[src/hw/rtl/page_block_coherence_directory_core_macros.svh]
// Assertion macros for the coherence directory RTL.
`ifndef PAGE_BLOCK_COHERENCE_DIRECTORY_CORE_MACROS_SVH
`define PAGE_BLOCK_COHERENCE_DIRECTORY_CORE_MACROS_SVH
`ifndef SYNTHESIS
`define PBCD_ASSERT(lbl, clk, rst_n, prop) \
  lbl: assert property (@(posedge clk) disable iff (!rst_n) prop) \
    else $error("coherence directory assertion failed");
`define PBCD_ASSERT_ALWAYS(lbl, clk, prop) \
  lbl: assert property (@(posedge clk) prop) \
    else $error("coherence directory assertion failed");
`else
`define PBCD_ASSERT(lbl, clk, rst_n, prop)
`define PBCD_ASSERT_ALWAYS(lbl, clk, prop)
`endif
`endif

[src/hw/rtl/pbcd_pkg.sv]
// Types and constants of the page block coherence directory.
`default_nettype none
package pbcd_pkg;

  localparam int OWNER_W = 11;
  localparam int MASK_W  = 32;

  typedef enum logic [3:0] {
    K_SPILL_CPU  = 4'd0,
    K_CPU_WRITE  = 4'd1,
    K_RB_CHECK   = 4'd2,
    K_RB_DONE    = 4'd3,
    K_SPILL_DRAW = 4'd4,
    K_DRAW       = 4'd5,
    K_OWNER_Q    = 4'd6,
    K_STAMP      = 4'd7,
    K_EPOCH_Q    = 4'd8,
    K_DESTROY    = 4'd9
  } kind_t;

  typedef struct packed {
    logic               truth;
    logic               synced;
    logic               partial;
    logic [MASK_W-1:0]  mask;
    logic [OWNER_W-1:0] owner;
  } entry_t;

  typedef struct packed {
    logic [63:0] epoch;
    logic [31:0] cgen;
    logic [31:0] ggen;
  } page_t;

  typedef struct packed {
    logic need;
    logic refute;
  } upd_stat_t;

  typedef struct packed {
    logic        sole;
    logic [7:0]  owner;
    logic [63:0] epoch;
    logic [31:0] refuted;
  } agg_t;

endpackage
`default_nettype wire

[src/hw/rtl/pbcd_agg.sv]
// Running aggregates: sole owner, maximum epoch and refuted readback count.
`default_nettype none
module pbcd_agg import pbcd_pkg::*; #(
  parameter int PLANE_COUNT   = 4,
  parameter int SURFACE_COUNT = 256
) (
  input  wire logic                clk,
  input  wire logic                rst_n,
  input  wire logic                commit,
  input  kind_t                    kind,
  input  wire logic                first,
  input  wire logic [3:0]          sel,
  input  entry_t [PLANE_COUNT-1:0] row_i,
  input  wire logic [63:0]         page_epoch,
  input  wire logic                refute,
  output agg_t                     agg_nxt
);

  localparam logic [OWNER_W-1:0] NO_OWNER = OWNER_W'(SURFACE_COUNT);

  logic [OWNER_W-1:0] own_r, own_nxt;
  logic               split_r, split_nxt;
  logic [63:0]        ep_r, ep_nxt;
  logic [31:0]        ref_r, ref_nxt;

  always_comb begin
    own_nxt   = own_r;
    split_nxt = split_r;
    ep_nxt    = ep_r;
    ref_nxt   = ref_r;
    if (commit) begin
      case (kind)
        K_OWNER_Q: begin
          if (first) begin
            own_nxt = NO_OWNER;
            split_nxt = 1'b0;
          end
          for (int p = 0; p < PLANE_COUNT; p++) begin
            if (!split_nxt && sel[p]) begin
              if (row_i[p].owner == NO_OWNER || !row_i[p].truth ||
                  (row_i[p].partial && row_i[p].mask != '1))
                split_nxt = 1'b1;
              else if (own_nxt == NO_OWNER)
                own_nxt = row_i[p].owner;
              else if (row_i[p].owner != own_nxt)
                split_nxt = 1'b1;
            end
          end
        end
        K_EPOCH_Q: begin
          if (first) ep_nxt = '0;
          if (page_epoch > ep_nxt) ep_nxt = page_epoch;
        end
        K_RB_CHECK: begin
          if (refute) ref_nxt = ref_r + 32'd1;
        end
        default: ;
      endcase
    end
  end

  always_ff @(posedge clk) begin
    if (!rst_n) begin
      own_r   <= NO_OWNER;
      split_r <= 1'b0;
      ep_r    <= '0;
      ref_r   <= '0;
    end else begin
      own_r   <= own_nxt;
      split_r <= split_nxt;
      ep_r    <= ep_nxt;
      ref_r   <= ref_nxt;
    end
  end

  always_comb begin
    agg_nxt.sole    = !split_nxt && own_nxt != NO_OWNER;
    agg_nxt.owner   = agg_nxt.sole ? own_nxt[7:0] : 8'd0;
    agg_nxt.epoch   = ep_nxt;
    agg_nxt.refuted = ref_nxt;
  end

endmodule
`default_nettype wire

[config.mk]
export PLATFORM = sky130hd
export DESIGN_NAME = pbcd_agg
export DESIGN_NICKNAME = d
export VERILOG_FILES = /design/src/hw/rtl/page_block_coherence_directory_core_macros.svh /design/src/hw/rtl/pbcd_pkg.sv /design/src/hw/rtl/pbcd_agg.sv
export SDC_FILE = /design/constraint.sdc
export NUM_CORES = 1
export LEC_CHECK = 0
export ABC_CLOCK_PERIOD_IN_PS = 10800
export BUFFER_PORTS_ARGS = -buffer_cell sky130_fd_sc_hd__buf_4
export CAP_MARGIN = 5
export CELL_PAD_IN_SITES_DETAIL_PLACEMENT = 1
export CELL_PAD_IN_SITES_GLOBAL_PLACEMENT = 1
export CORE_ASPECT_RATIO = 0.75
export CORE_MARGIN = 3
export CORE_UTILIZATION = 30
export DETAILED_ROUTE_END_ITERATION = 8
export PLACE_DENSITY = 0.72
export SYNTH_ARGS = -nofsm -noshare
export SYNTH_HDL_FRONTEND = slang
export SYNTH_SLANG_ARGS = --single-unit
[constraint.sdc]
create_clock -name clk -period 10.8 [get_ports clk]
set_input_delay 2.16 -clock clk [delete_from_list [all_inputs] [get_ports clk]]
set_output_delay 2.16 -clock clk [all_outputs]
set_load 0.02 [all_outputs]
### After elaboration in Yosys (flattened, before gate mapping)

Index checks and enable logic that the tools add are counted.
Widths: inputs -> output; s select.

* add/subtract/negate cells: 1
* order comparisons: 1
* eq/ne operators: 20
* multiplexer cells: 60
* reduce and logical (&&, ||, !) cells: 26

Operators with widths (count)
* $mux 64: 6
* $mux 11: 23
* $ne 32x32->1 const B: 4
* $mux 32: 3
* $eq 11x9->1 const B: 8
* $gt 64x64->1: 1
* $ne 11x11->1: 4
* $add 32x1->32 const B: 1
* $mux 1: 27
* $ne 11x9->1 const B: 1
* $logic_and 1x1->1: 9
* $logic_not 1->1: 9
* $logic_or 1x1->1: 8
* $mux 8: 1
* $eq 4x2->1 const B: 1
* $eq 4x3->1 const B: 1
* $eq 4x4->1 const B: 1

* register bits after elaboration: 108
* input bits: 261
* output and inout port bits: 105
* logic and storage cells: 112

### Logic depth before layout (Yosys ltp)

* depth after elaboration: 31
* gate-level depth with buffers: 21
* gate-level depth less buffers: 15

### Least setup slack after synthesis

OpenSTA, ideal clock, no wires.

* path type: in2out
* start: input port first
* end: output port agg_nxt[55] (netlist name)
* data arrival time: 6.205 ns
* required time: 8.640 ns
* slack: 2.435 ns
* cell stages on the path: 20
* buffers on the path: 6
* cells stage by stage: clkbuf_1 -> inv_1 -> clkbuf_1 -> clkbuf_1 -> buf_1 -> nand2_1 -> ha_1 -> a21o_1 -> a21o_1 -> a21o_1 -> a21o_1 -> a21o_1 -> a221oi_1 -> o221ai_1 -> mux2_2 -> o31ai_1 -> a21o_1 -> clkbuf_1 -> buf_1 -> a22o_1

RTL lines
* start: declaration: RTL line pbcd_agg.sv:11 `input wire logic first,`
* end: declaration: RTL line pbcd_agg.sv:16 `output agg_t agg_nxt`

==> reports/results.txt <==
The final critical-path share of the clock period is 89.5%. The clock period could shrink to 9.67 ns. Setup slack on the worst reg-to-reg path comes out at 5.70 ns. The pin count of the biggest net entering global routing is 106, and the post-synthesis sequential area ratio is 25.5%. The number of nets handed over by synthesis was 1387.

The H-tree was split into 3 levels. The total length of routed met2 wires is 16.7 mm, and the switching fraction of total power is 30.0%. The category of the critical setup timing path was primary input to primary output. For the post-CTS setup repair buffer count, the log shows 0. The tools report the number of filler cells placed in the layout as 3374. In this run the power density over the cells is 86.3 nW/um^2.

The worst register-to-register path begins at own_r[5]. At the end of routability-driven placement, the weighted congestion stood at 0.959. In this run the worst path has a maximum fanout of 36.

In the global route stage, overall resource usage came out at 24.2%. The number of warning messages in the yosys log is 0. For the post-cts resize count, the log shows 0. Buffers inserted to repair hold after CTS numbered 0. The die covers 30300 sq um.

For this run, design rule violations remaining after detail routing come to 0. Across the VDD grid, the largest voltage drop is 85.9 uV. Internal power comes to 712 uW. The first global-routing pass estimated 57.1 mm of wire. The final-stage net count is 1705, and the count of endpoints failing hold in the final timing report is 0. At the pin with the least slew margin, the transition time is 1.14 ns. The run gives 9820 as the via count of the first global-routing pass. The vertical extent of the die works out to 151 microns. The TritonCTS buffer count came out at 9. The run gives 38.7 mm as the total wirelength of the detailed-routed design. The run gives 17.4 mm as the total routed wire length on the met1 layer. After detailed routing, no signal wire sits above met5. The worst-case setup slack after placement is 1.43 ns. Endpoint of the most critical register-to-register path: own_r[10].

The area of the core is 27400 sq um, and the required time of the critical path is 8.64 ns. Adding up every negative setup slack in the final design gives 0 ns. Before antenna repair, the detailed router went through 5 iterations. After clock tree synthesis, the clock-pin slew on the worst setup and hold paths is 0.07 ns. In this run the mean area of a mapped cell was 7.98 sq um.

The flow ran to the end, and the final reports show no timing, DRC or antenna violations. Leaving out fill and tap cells, the most frequent cell in the layout is buf_4. Summing every instance area after synthesis gives 8460 sq um. The nature of the critical path startpoint is a primary input.

Combinational cells account for 24.7% of the total power. The startpoint identified for the worst hold timing path is ep_r[30]. Register bit total from synthesis: 108. Setup repair after global routing left no endpoint under its margin. The tools report the remaining global-route overflow as 0. The worst hold path depth is 2, and the fraction of layout instances using a drive strength above 1 is 29.0%. The starting utilization of the core area came out at 30.9%.

TritonCTS built the clock tree. Synthesis handed over a netlist of 1061 instances. The average wire per standard cell was 21.9 microns. STA classifies the critical path endpoint as a primary output. For the final database, setup skew stands at 0.0143 ns. The count of nets left with antenna violations once routing finished came out at 0. The number of cells on the worst reg-to-reg path is 9. In this run, flip-flops and latches consume 39.7% of the power. Max-cap violations in this run came to 0. For this design the top-level I/O count stands at 366.

Clock tree synthesis found a total of 108 sinks. The run gives 0 as the number of setup violations in the final report. The horizontal extent of the die is 200 microns. The clock tree root buffer cell is clkbuf_16.

The max-slew violation count is 0, and the clock tree buffer depth is 2. The number of flops mapped to enable cells by yosys was 0. The top cell types in the final layout, fill and taps aside, are buf_4, nand2_1, and2_1, dfxtp_1, a22o_1. The share of total power dissipated in the clock network is 35.6%. Measured against its own limit, the worst slew margin works out to 21.8%.

The sequential cell area was 2160 sq um. Async set-reset flop share out of synthesis: 0%. Wire segments on met3 add up to 3.83 mm in the final route. Most used flip-flop cell after synthesis: dfxtp_1. Setup slack on the critical path of the routed design comes to 1.13 ns. The count of unique library cells instantiated by Yosys came out at 80.

Summed over all nets, the switching power comes to 305 uW. The number of antenna violations at the first check in global routing was 2; the clock latency on the worst-skew pair was 0.36 ns. In the routed layout, each cell is associated on average with a via count of 5.55. The path with the worst hold slack has its endpoint at ep_r[30].

After legalization and detailed placement, the total HPWL measured 30.9 mm. The layout overhead on the synthesized area was 39.2%; the placement row count was 52. Across all layers, the routed design uses 9788 vias.

Buffers placed on the I/O ports in this run total 361. The maximum clock rate is 0.103 GHz. The area of the multi-input gates was 5920 sq um. The analysis attributes to cell leakage a power of 0.00518 uW. The detailed router finished its first iteration with 713 violations.

The tightest min-delay check is of the register to register type. For the worst setup path, the data arrival time is 7.51 ns.
-- cells in the mapped netlist, types with 15 or more instances --
library cell	number	area, sq um
nand2_1	133	499
and2_1	108	676
dfxtp_1	108	2160
a22o_1	69	604
ha_1	65	813
nand4_1	61	382
nor2_1	51	191
clkbuf_1	44	165
inv_1	38	143
xnor2_1	34	298
a21o_1	32	240
a21oi_1	24	120
nand3_1	21	105
and3_1	19	119
o21ai_0	18	90.1
nor4_1	17	106
xor2_1	15	131
-- worst max-delay path: stages --
cell and delay [ns]:
buf_4 0.20, inv_2 0.54, nand2_1 0.33, a31oi_1 0.25
o211ai_1 0.12, a2111oi_0 1.00, a31oi_2 0.39, o31ai_1 0.76
o2111ai_1 0.19, a2111oi_0 0.43, o21a_1 0.47, nor3b_1 0.42
buf_4 0.22
-- per-layer routing --
layer  GRT usage (%)  vias to the layer above
li1                -                     4575
met1            33.5                     4737
met2            36.8                      432
met3            7.94                       42
met4            5.20                        2
met5               0                        -
-- cell families (layout without fill, tap and decap cells) --
family | after synthesis | in the layout | synth area share (%)
AOI/OAI and AO/OA | 264 | 264 | 24.5
xor gates and xnor gates | 49 | 49 | 5.07
adders and majority gates | 65 | 65 | 9.61
buffers and inverters | 98 | 421 | 4.66
DFF | 108 | 108 | 25.5
muxes | 3 | 3 | 0.384
other | 0 | 1 | 0
and+or+nand+nor | 474 | 474 | 30.2
-- stage by stage --
| step | power (uW) | area (sq um) | hold slack, ns | cells | utilization (%) |
|---|---|---|---|---|---|
| after global placement | 657 | 11500 | 0.590 | 1746 | 41.8 |
| after global routing | 1070 | 11800 | 0.647 | 1763 | 43.0 |
| after floorplan | 522 | 8460 | 0.563 | 1061 | - |
| after CTS | 1030 | 11800 | 0.614 | 1762 | 43.0 |
| final | 1020 | 11800 | 0.613 | 1763 | 43.0 |
| after detailed placement | 661 | 11500 | 0.591 | 1746 | 41.8 |
-- how the worst max path moves through the flow --
stage | start | to | cells past startpoint
floorplan | first | agg_nxt[55] | 20
global placement | first | agg_nxt[102] | 13
detailed placement | first | agg_nxt[102] | 13
CTS | first | agg_nxt[102] | 13
global route | first | agg_nxt[102] | 13
finish | first | agg_nxt[102] | 13
-- cell type report --
| class | count | area share (%) |
|---|---|---|
| multi-input cells | 855 | 50.2 |
| repair buffers | 367 | 23.5 |
| flip-flops and latches | 108 | 18.4 |
| well taps | 378 | 4.01 |
| clock buffers | 10 | 2.03 |
| inverters | 38 | 1.21 |
| clock inverters | 6 | 0.659 |
| diodes | 1 | 0.0212 |
-- power groups by stage --
stage | logic, uW | clock network, uW | registers (uW)
floorplan | 111 | 0 | 412
global placement | 244 | 0 | 413
detailed placement | 248 | 0 | 414
CTS | 249 | 377 | 404
global route | 271 | 392 | 405
finish | 251 | 362 | 404
-- registers in the layout, indices dropped and copies added, names as in the netlist --
signal / cells
own_r: 11
ep_r: 64
ref_r: 32
split_r: 1
No activity file was read; power rests on OpenSTA's default activity.
