--- src/hw/rtl/page_block_coherence_directory_core_macros.svh ---
// Assertion macros for the coherence directory RTL.
`ifndef PAGE_BLOCK_COHERENCE_DIRECTORY_CORE_MACROS_SVH
`define PAGE_BLOCK_COHERENCE_DIRECTORY_CORE_MACROS_SVH
`ifndef SYNTHESIS
`define PBCD_ASSERT(lbl, clk, rst_n, prop) \
  lbl: assert property (@(posedge clk) disable iff (!rst_n) prop) \
    else $error("coherence directory assertion failed");
`define PBCD_ASSERT_ALWAYS(lbl, clk, prop) \
  lbl: assert property (@(posedge clk) prop) \
    else $error("coherence directory assertion failed");
`else
`define PBCD_ASSERT(lbl, clk, rst_n, prop)
`define PBCD_ASSERT_ALWAYS(lbl, clk, prop)
`endif
`endif

--- src/hw/rtl/pbcd_pkg.sv ---
// Types and constants of the page block coherence directory.
`default_nettype none
package pbcd_pkg;

  localparam int OWNER_W = 11;
  localparam int MASK_W  = 32;

  typedef enum logic [3:0] {
    K_SPILL_CPU  = 4'd0,
    K_CPU_WRITE  = 4'd1,
    K_RB_CHECK   = 4'd2,
    K_RB_DONE    = 4'd3,
    K_SPILL_DRAW = 4'd4,
    K_DRAW       = 4'd5,
    K_OWNER_Q    = 4'd6,
    K_STAMP      = 4'd7,
    K_EPOCH_Q    = 4'd8,
    K_DESTROY    = 4'd9
  } kind_t;

  typedef struct packed {
    logic               truth;
    logic               synced;
    logic               partial;
    logic [MASK_W-1:0]  mask;
    logic [OWNER_W-1:0] owner;
  } entry_t;

  typedef struct packed {
    logic [63:0] epoch;
    logic [31:0] cgen;
    logic [31:0] ggen;
  } page_t;

  typedef struct packed {
    logic need;
    logic refute;
  } upd_stat_t;

  typedef struct packed {
    logic        sole;
    logic [7:0]  owner;
    logic [63:0] epoch;
    logic [31:0] refuted;
  } agg_t;

endpackage
`default_nettype wire

--- src/hw/rtl/pbcd_row_update.sv ---
// Per-plane modify step applied to one directory row read from memory.
`default_nettype none
module pbcd_row_update import pbcd_pkg::*; #(
  parameter int PLANE_COUNT   = 4,
  parameter int SURFACE_COUNT = 256
) (
  input  wire logic                        walk,
  input  wire logic                        active,
  input  kind_t                            kind,
  input  wire logic [3:0]                  sel,
  input  wire logic [OWNER_W-1:0]          surface,
  input  wire logic                        surface_ok,
  input  wire logic [MASK_W-1:0]           blocks,
  input  wire logic [MASK_W-1:0]           full,
  input  wire logic                        on_edge,
  input  wire logic                        ovf,
  input  entry_t [PLANE_COUNT-1:0]         row_i,
  output entry_t [PLANE_COUNT-1:0]         row_o,
  output upd_stat_t                        stat_o
);

  localparam logic [OWNER_W-1:0] NO_OWNER = OWNER_W'(SURFACE_COUNT);

  always_comb begin
    entry_t            ent;
    logic [MASK_W-1:0] live;
    logic [MASK_W-1:0] shr;
    logic              hit;
    logic              need;
    logic              gran;
    need = 1'b0;
    gran = 1'b0;
    row_o = row_i;
    for (int p = 0; p < PLANE_COUNT; p++) begin
      ent  = row_i[p];
      live = ent.partial ? ent.mask : '1;
      hit  = ((blocks & ~full & live) != '0);
      shr  = live & ~blocks;
      if (walk) begin
        if (surface_ok && ent.owner == surface) begin
          ent.owner = NO_OWNER;
          ent.truth = 1'b0;
          ent.synced = 1'b0;
          ent.partial = 1'b0;
        end
      end else if (active) begin
        case (kind)
          K_RB_DONE: begin
            if (ent.truth) ent.synced = 1'b1;
          end
          K_SPILL_CPU: begin
            if (sel[p] && ent.truth && !ent.synced && (ovf || (on_edge && hit))) need = 1'b1;
          end
          K_CPU_WRITE: begin
            if (sel[p] && ent.truth) begin
              // drop the whole entry unless the write only trims some blocks or touches none
              if (ovf || !on_edge || hit || shr == '0) begin
                ent.owner = NO_OWNER;
                ent.truth = 1'b0;
                ent.synced = 1'b0;
                ent.partial = 1'b0;
              end else if (shr != live) begin
                ent.mask = shr;
                ent.partial = 1'b1;
              end
            end
          end
          K_RB_CHECK: begin
            if (sel[p] && ent.truth && !ent.synced) begin
              gran = 1'b1;
              if (ovf || !ent.partial || !on_edge || (blocks & ent.mask) != '0) need = 1'b1;
            end
          end
          K_SPILL_DRAW: begin
            if (sel[p] && ent.truth && !ent.synced && (!surface_ok || ent.owner != surface))
              need = 1'b1;
          end
          K_DRAW: begin
            if (sel[p] && surface_ok) begin
              ent.owner = surface;
              ent.partial = 1'b0;
              ent.truth = 1'b1;
              ent.synced = 1'b0;
            end
          end
          default: ;
        endcase
      end
      row_o[p] = ent;
    end
    stat_o.need   = need;
    stat_o.refute = active && !walk && (kind == K_RB_CHECK) && gran && !need;
  end

endmodule
`default_nettype wire

--- config.mk ---
export PLATFORM = sky130hd
export DESIGN_NAME = pbcd_row_update
export DESIGN_NICKNAME = d
export VERILOG_FILES = /design/src/hw/rtl/page_block_coherence_directory_core_macros.svh /design/src/hw/rtl/pbcd_pkg.sv /design/src/hw/rtl/pbcd_row_update.sv
export SDC_FILE = /design/constraint.sdc
export NUM_CORES = 1
export LEC_CHECK = 0
export ABC_AREA = 1
export BUFFER_PORTS_ARGS = -buffer_cell sky130_fd_sc_hd__buf_2
export CORE_AREA = 2 2 179 181
export DETAILED_ROUTE_END_ITERATION = 7
export DIE_AREA = 0 0 181 183
export PLACE_DENSITY = 0.68
export SLEW_MARGIN = 15
export SYNTH_ARGS = -nofsm -noshare
export SYNTH_HDL_FRONTEND = slang
export SYNTH_SLANG_ARGS = --single-unit
--- constraint.sdc ---
create_clock -name vclk -period 4.65
set_input_delay 0.465 -clock vclk [all_inputs]
set_output_delay 0.465 -clock vclk [all_outputs]
set_load 0.02 [all_outputs]
======== Yosys cells after proc, flatten, opt, wreduce, memory -nomap -nowiden ========
Cells that the tools add are included.
operators by class
  multipliers ............................. 0
  shift-type cells ........................ 0
  multiplexer cells ....................... 128
  div/mod/pow operators ................... 0
  reduce and logical (&&, ||, !) cells .... 86
  bitwise logic cells ..................... 15
  $lt $le $gt $ge ......................... 0
  eq/ne operators ......................... 17
  add/sub/neg operators ................... 0
operators with widths
  operator                                              count
  two-way mux 32 bit                                    16
  bitwise AND 32 bit                                    13
  two-way mux 46 bit                                    8
  nonzero test 32 bit                                   8
  two-way mux 11 bit                                    16
  two-way mux 33 bit                                    4
  logical NOT 32 bit                                    4
  != test 32 bit                                        4
  case mux 11 bit (2 select lines)                      4
  NOT 32 bit                                            2
  two-way mux 1 bit                                     48
  equality test 11 bit                                  4
  != test 11 bit                                        4
  two-way mux 3 bit                                     12
  logical AND 1 bit                                     32
  logical OR 1 bit                                      29
  case mux 1 bit (3 select lines)                       8
  case mux 1 bit (2 select lines)                       8
  logical NOT 1 bit                                     12
  equality test 4 x 2 -> 1 bit (second input constant)  2
  equality test 4 x 3 -> 1 bit (second input constant)  2
  two-way mux 2 bit                                     4
  equality test 4 x 1 -> 1 bit (second input constant)  1
  logical NOT 4 bit                                     1
word-level totals
  memory bits (writable) .................. 0
  memories ................................ 0
  register bits ........................... 0
  bits in latches ......................... 0
  ROM bits ................................ 0
  output and inout bits ................... 186

======== Longest topological paths before layout ========
Gate-level depths: netlist of the first run.
  depth after elaboration ................. 28
  depth in mapped cells ................... 17

======== Least setup slack after synthesis of the first run ========
OpenSTA, ideal clock, no wires.
  path type ............................... input to output
  start ................................... in row_i[181] in the netlist's numbering
  end ..................................... out row_o[143] in the netlist's numbering
  path buffers ............................ 2
  slack ................................... 1,906 ps
  cell stages on the path ................. 14
  required time ........................... 4,185 ps
  arrival ................................. 2,279 ps
  path through ............................ buf_2 -> buf_4 -> nand2_1 -> nand2_1 -> nand2_1 -> nor2_1 -> nand2_1 -> nor2_1 -> nand2_1 -> o21ai_2 -> nand2_1 -> nand2_1 -> nand2_1 -> o21ai_0
RTL lines
  what                line                   text
  start: declaration  pbcd_row_update.sv:17  input entry_t [PLANE_COUNT-1:0] row_i,
  end: declaration    pbcd_row_update.sv:18  output entry_t [PLANE_COUNT-1:0] row_o,

==> impl_results.md, run 1 <==
* Status: complete, no violations
* Post-route setup TNS at 0 ps
* Max-slew violations at 0
* Pre-antenna DRT Iters at 6
* Initial DRC count at approximately 2300
* Hold crit path type: primary input to output port
* Tcrit/Tclk final at 0.8483
* Postcts setup bufs at 0
* Die H at 183 microns
* Syn nets at around 2700
* Vias after detailed routing at between 15000 and 20000
* Layout cells sized above 1 at 0.1896
* Total power at 1.363 mW
* Layout area overhead at 24.26%
* Total of max-cap violations at 0
* Initial antenna violation count at 5
* Unique cell type count in the Yosys netlist at 42
* Post-CTS Hold Buffers at 0
* Final hold slack at between 1000 and 1500 ps
* Setup Viol. Count Final at 0
* Area of the die at 33120 sq um
* First-pass GRT wire length at 101100 microns
* Register Area at 0 sq um
* Die width at between 150 and 200 microns
* GRT overflow at 0
* CP dominant cell by count: nand2_1
* Post-Syn Instances at between 2000 and 2500
* WP data arrival at 3480 ps
* Ys Warns at 0
* I/O pins at approximately 460
* # rows at 65
* Worst vdd ir at 0.00007555 V
* Pre-CTS setup slack at approximately 850 ps
* Critical Path, Cell by Cell: buf_2, nand2_1, nand2_1, nand2_1, nor2_1, nand2_1, nor2_1, nand2_1, nor2_1, nand4_2, buf_12, o21ai_0, inv_1, buf_2
* Wire per inst at about 22 microns
* Worst Max-Slew Pin Slew at roughly 1100 ps
* Crit path kind: primary input to output port
* Highest-count cells in the layout ignoring fill and taps: nand2_1, buf_2, inv_1
* FF+latch count at 0
* Initial Util at 0.3295
* Total Wirelength at 71290 microns
* Post-cts resize count at 0
* Req. time, crit path at 4180 ps
* CP endpoint kind: output port
* Hpwl dp at a little over 60000 microns
* Final instance area at ~13000 sq um
* Vias in the first global route at between 15000 and 20000
* Core area at 31230 sq um
* CLK BUF at 0
* Slowest CP cell: nand4_2
* Most common cell after layout, fill and taps aside: nand2_1
* Final min period at slightly below 4000 ps
* GPL Wtd Cong at ~1.1
* Buffers on Ports at about 460
* Post-route ant nets at 0
* Fin nets at between 3000 and 4000
* CP max FO at 42
* DRC errors left at 0
* Gr usage total at 0.4082
* Highest Clock Rate at 253.5 MHz
* Setup ws final at ~700 ps
* Startpoint types: primary input
* Pin count of the biggest net entering global routing at 65
* Final Hold Fails at 0
* Unrepaired setup endpoints after global routing: no
* Cell Pwr Density at approximately 110 nW/um^2
* Mean post-synth cell area at around 4.2 sq um
* LEAKAGE at about 8.8 nW
* Seq/Total Area, Yosys at 0
* Max incr delay on CP at 540 ps
* Post-synthesis cell area at between 10000 and 15000 sq um
* DR vias/cell at roughly 5.4
* Placed cell area at 12770 sq um
* Relative slew margins at 0.2744
==> worst paths after layout <==
kind / startpoint / to / cells past startpoint
hold / removal: row_i[141] / row_o[141] / 4
setup / recovery: row_i[181] / row_o[180] / 14
==> critical path: cells and delay by family <==
kind                   cells  cell delay [ps]
AOI/OAI and AO/OA          1              180
buffers and inverters      4             1120
and+or+nand+nor            9             1680
==> per-layer routing <==
metal,track usage,up-vias,wire length (microns)
met3,0.06950,243,8878
li1,-,8178,-
met1,0.5446,7774,28160
met5,0,-,0
met2,0.6143,1354,29220
met4,0.2478,0,5024
==> cell type report <==
| type | count | area (sq um) |
|---|---|---|
| Antenna cell | 5 | 12.51 |
| Timing Repair Buffer | 486 | 2527 |
| Inverter | 411 | 1543 |
| Tap cell | 402 | 503.0 |
| Multi-Input combinational cell | 1930 | 8200 |
| Fill cell | 3837 | 18440 |
==> synth_stat cells <==
library cell  number  share of area
nand2_1         1216           0.44
inv_1            405           0.15
nor2_1           250          0.091
nand3_1          135          0.066
o21ai_0          131          0.064
nand4_1           51          0.031
buf_2             45          0.022
a21oi_1           42          0.020
clkbuf_1          33          0.012
a21oi_2           29          0.025
nor3_1            11         0.0053
o22ai_1           11         0.0067
buf_4             10         0.0073
buf_6             10          0.011
a32oi_1            8         0.0068
or2_2              6         0.0036
xor2_1             6         0.0051
buf_1              5         0.0018
nor4_1             5         0.0030
inv_2              4         0.0015
xnor2_1            3         0.0026
a31oi_1            2         0.0012
clkinv_1           2        0.00073
nand3b_1           2         0.0015
nand4_2            2         0.0024
nor2_2             2         0.0012
o21ai_2            2         0.0017
o21bai_1           2         0.0015
a211oi_1           1        0.00073
a311oi_1           1        0.00085
a32o_1             1        0.00097
nand3b_4           1         0.0019
nor2_4             1         0.0011
nor3_4             1         0.0016
nor3b_1            1        0.00073
o2111ai_1          1        0.00085
o211ai_1           1        0.00073
o21ai_1            1        0.00049
o21bai_2           1         0.0011
o31ai_1            1        0.00073
or3_1              1        0.00061
or4_1              1        0.00073
==> cell families after synthesis <==
family / Yosys count / synth area share
xor+xnor: 9 / 0.007661
compound gates: 235 / 0.1331
buf+inv: 514 / 0.2039
simple gates: 1686 / 0.6553
==> power breakdown <==
group / total (mW) / switching (mW) / internal (mW)
clock: 0.000000144 / 0 / 0.000000144
combinational: 1.36 / 0.979 / 0.384
sequential: 0 / 0 / 0
==> stage by stage <==
| step | util | instances |
|---|---|---|
| 6_report | 0.4094 | 3234 |
| 5_1_grt | 0.4094 | 3234 |
| 4_1_cts | 0.4090 | 3229 |
| 3_5_place_dp | 0.4090 | 3229 |
| 3_3_place_gp | 0.4090 | 3229 |
| 2_1_floorplan | - | 2444 |
(Power assumes the default switching activity.)
==> run 2: changes to the inputs <==
clock period = 3.85 ns   (was 4.65 ns; I/O delays follow)
==> impl_results.md, run 2 (synthesis gave the netlist of run 1 again) <==
* Final Hold Fails at 0 (unchanged)
* Unrepaired setup endpoints after global routing: no
* Gr usage total at 0.4284 (+0.02012)
* GPL Wtd Cong at 1.105 (about the same)
* Wire per inst at 22.83 microns (+3.6%)
* DRC errors left at 0 (unchanged)
* First-pass GRT wire length at 105200 microns (+4.0%)
* Final hold slack at 1134 ps (-164.1 ps)
* CP endpoint kind: output port
* GRT overflow at 0 (unchanged)
* Highest-count cells in the layout ignoring fill and taps: nand2_1, buf_2, inv_1
* Area of the die at 33120 sq um (unchanged)
* Initial antenna violation count at 10 (+5)
* Layout area overhead at 27.66%
* Hold crit path type: primary input to output port
* Tcrit/Tclk final at 0.9007
* Die H at 183 microns (unchanged)
* Layout cells sized above 1 at 0.2015 (+0.01186)
* Hpwl dp at 63650 microns (+4.8%)
* Startpoint types: primary input
* Relative slew margins at 0.3544 (+0.08004)
* Pre-antenna DRT Iters at 8 (+2)
* Initial DRC count at 2268 (-2.5%)
* Final min period at roughly 3500 ps
* FF+latch count at 0 (unchanged)
* Req. time, crit path at 3460 ps (-720 ps)
* Total of max-cap violations at 0 (unchanged)
* Cell Pwr Density at 130.1 nW/um^2 (+22%)
* Worst vdd ir at 0.00006404 V (-15%)
* Most common cell after layout, fill and taps aside: nand2_1
* Setup Viol. Count Final at 0 (unchanged)
* Highest Clock Rate at slightly below 300 MHz
* Total Wirelength at 74890 microns (+5.1%)
* Register Area at 0 sq um (unchanged)
* Core area at 31230 sq um (unchanged)
* Post-route setup TNS at 0 ps (unchanged)
* Crit path kind: primary input to output port
* Post-route ant nets at 0 (unchanged)
* LEAKAGE at 9.016 nW (+2.4%)
* Pin count of the biggest net entering global routing at 65 (unchanged)
* Status: complete, no violations
* Initial Util at 0.3295 (unchanged)
* # rows at 65 (unchanged)
* Worst Max-Slew Pin Slew at 959.6 ps (-127.7 ps)
* Die width at 181 microns (unchanged)
* Post-CTS Hold Buffers at 0 (unchanged)
* Post-cts resize count at 0 (unchanged)
* Vias in the first global route at 16370 (+3.1%)
* Buffers on Ports at 458 (unchanged)
* Postcts setup bufs at 0 (unchanged)
* Fin nets at 3143 (+1.4%)
* I/O pins at 458 (unchanged)
* DR vias/cell at 5.483 (+1.0%)
* Vias after detailed routing at 17980 (+2.5%)
* WP data arrival at 3080 ps (-400 ps)
* CLK BUF at 0 (unchanged)
* CP max FO at 7 (-83%)
* Max-slew violations at 0 (unchanged)
==> run 2: area by class of cell <==
type | count | area [sq um]
Timing Repair Buffer | 528 | 2868
Tap cell | 402 | 503.0
Antenna cell | 9 | 22.52
Fill cell | 3869 | 18090
Inverter | 411 | 1543
Multi-Input combinational cell | 1930 | 8200
==> run 2: worst paths after layout <==
kind	start	end	slack (ps)	cells past startpoint
worst max-delay path	blocks[13]	row_o[157]	380	14
worst min-delay path	row_i[141]	row_o[141]	1130	4
==> run 2: critical path: stages <==
cell,delay (ps)
buf_2,120
inv_1,340
nor2_1,250
nand2_1,110
nand2_1,50
nor2_1,80
nand2_1,60
nor2_1,200
nand2_1,140
nor2_1,190
nand4_2,270
o21ai_0,630
inv_1,80
buf_2,180
==> run 2: routing by layer <==
metal  track usage  wire length [microns]
met4        0.2540                   5573
met3       0.09055                   9825
met5             0                      0
met2        0.6526                  31030
met1        0.5568                  28460
==> run 2: report_power, final <==
part           internal (mW)  leakage [nW]  switching [mW]
combinational          0.492          9.02            1.22
clock            0.000000313     0.0000570               0
sequential                 0             0               0
total                  0.492          9.02            1.22
==> run 2: per-stage QoR <==
| step | worst slack [ps] | instance area [sq um] | power, mW | utilization | instances |
|---|---|---|---|---|---|
| after floorplan | 1266 | 10290 | 0.8913 | - | 2444 |
| after global placement | 589.6 | 13110 | 1.648 | 0.4199 | 3271 |
| after detailed placement | 611.8 | 13110 | 1.629 | 0.4199 | 3271 |
| after CTS | 601.8 | 13110 | 1.635 | 0.4199 | 3271 |
| after global routing | 253.4 | 13140 | 1.803 | 0.4206 | 3280 |
| final | 382.2 | 13140 | 1.709 | 0.4206 | 3280 |
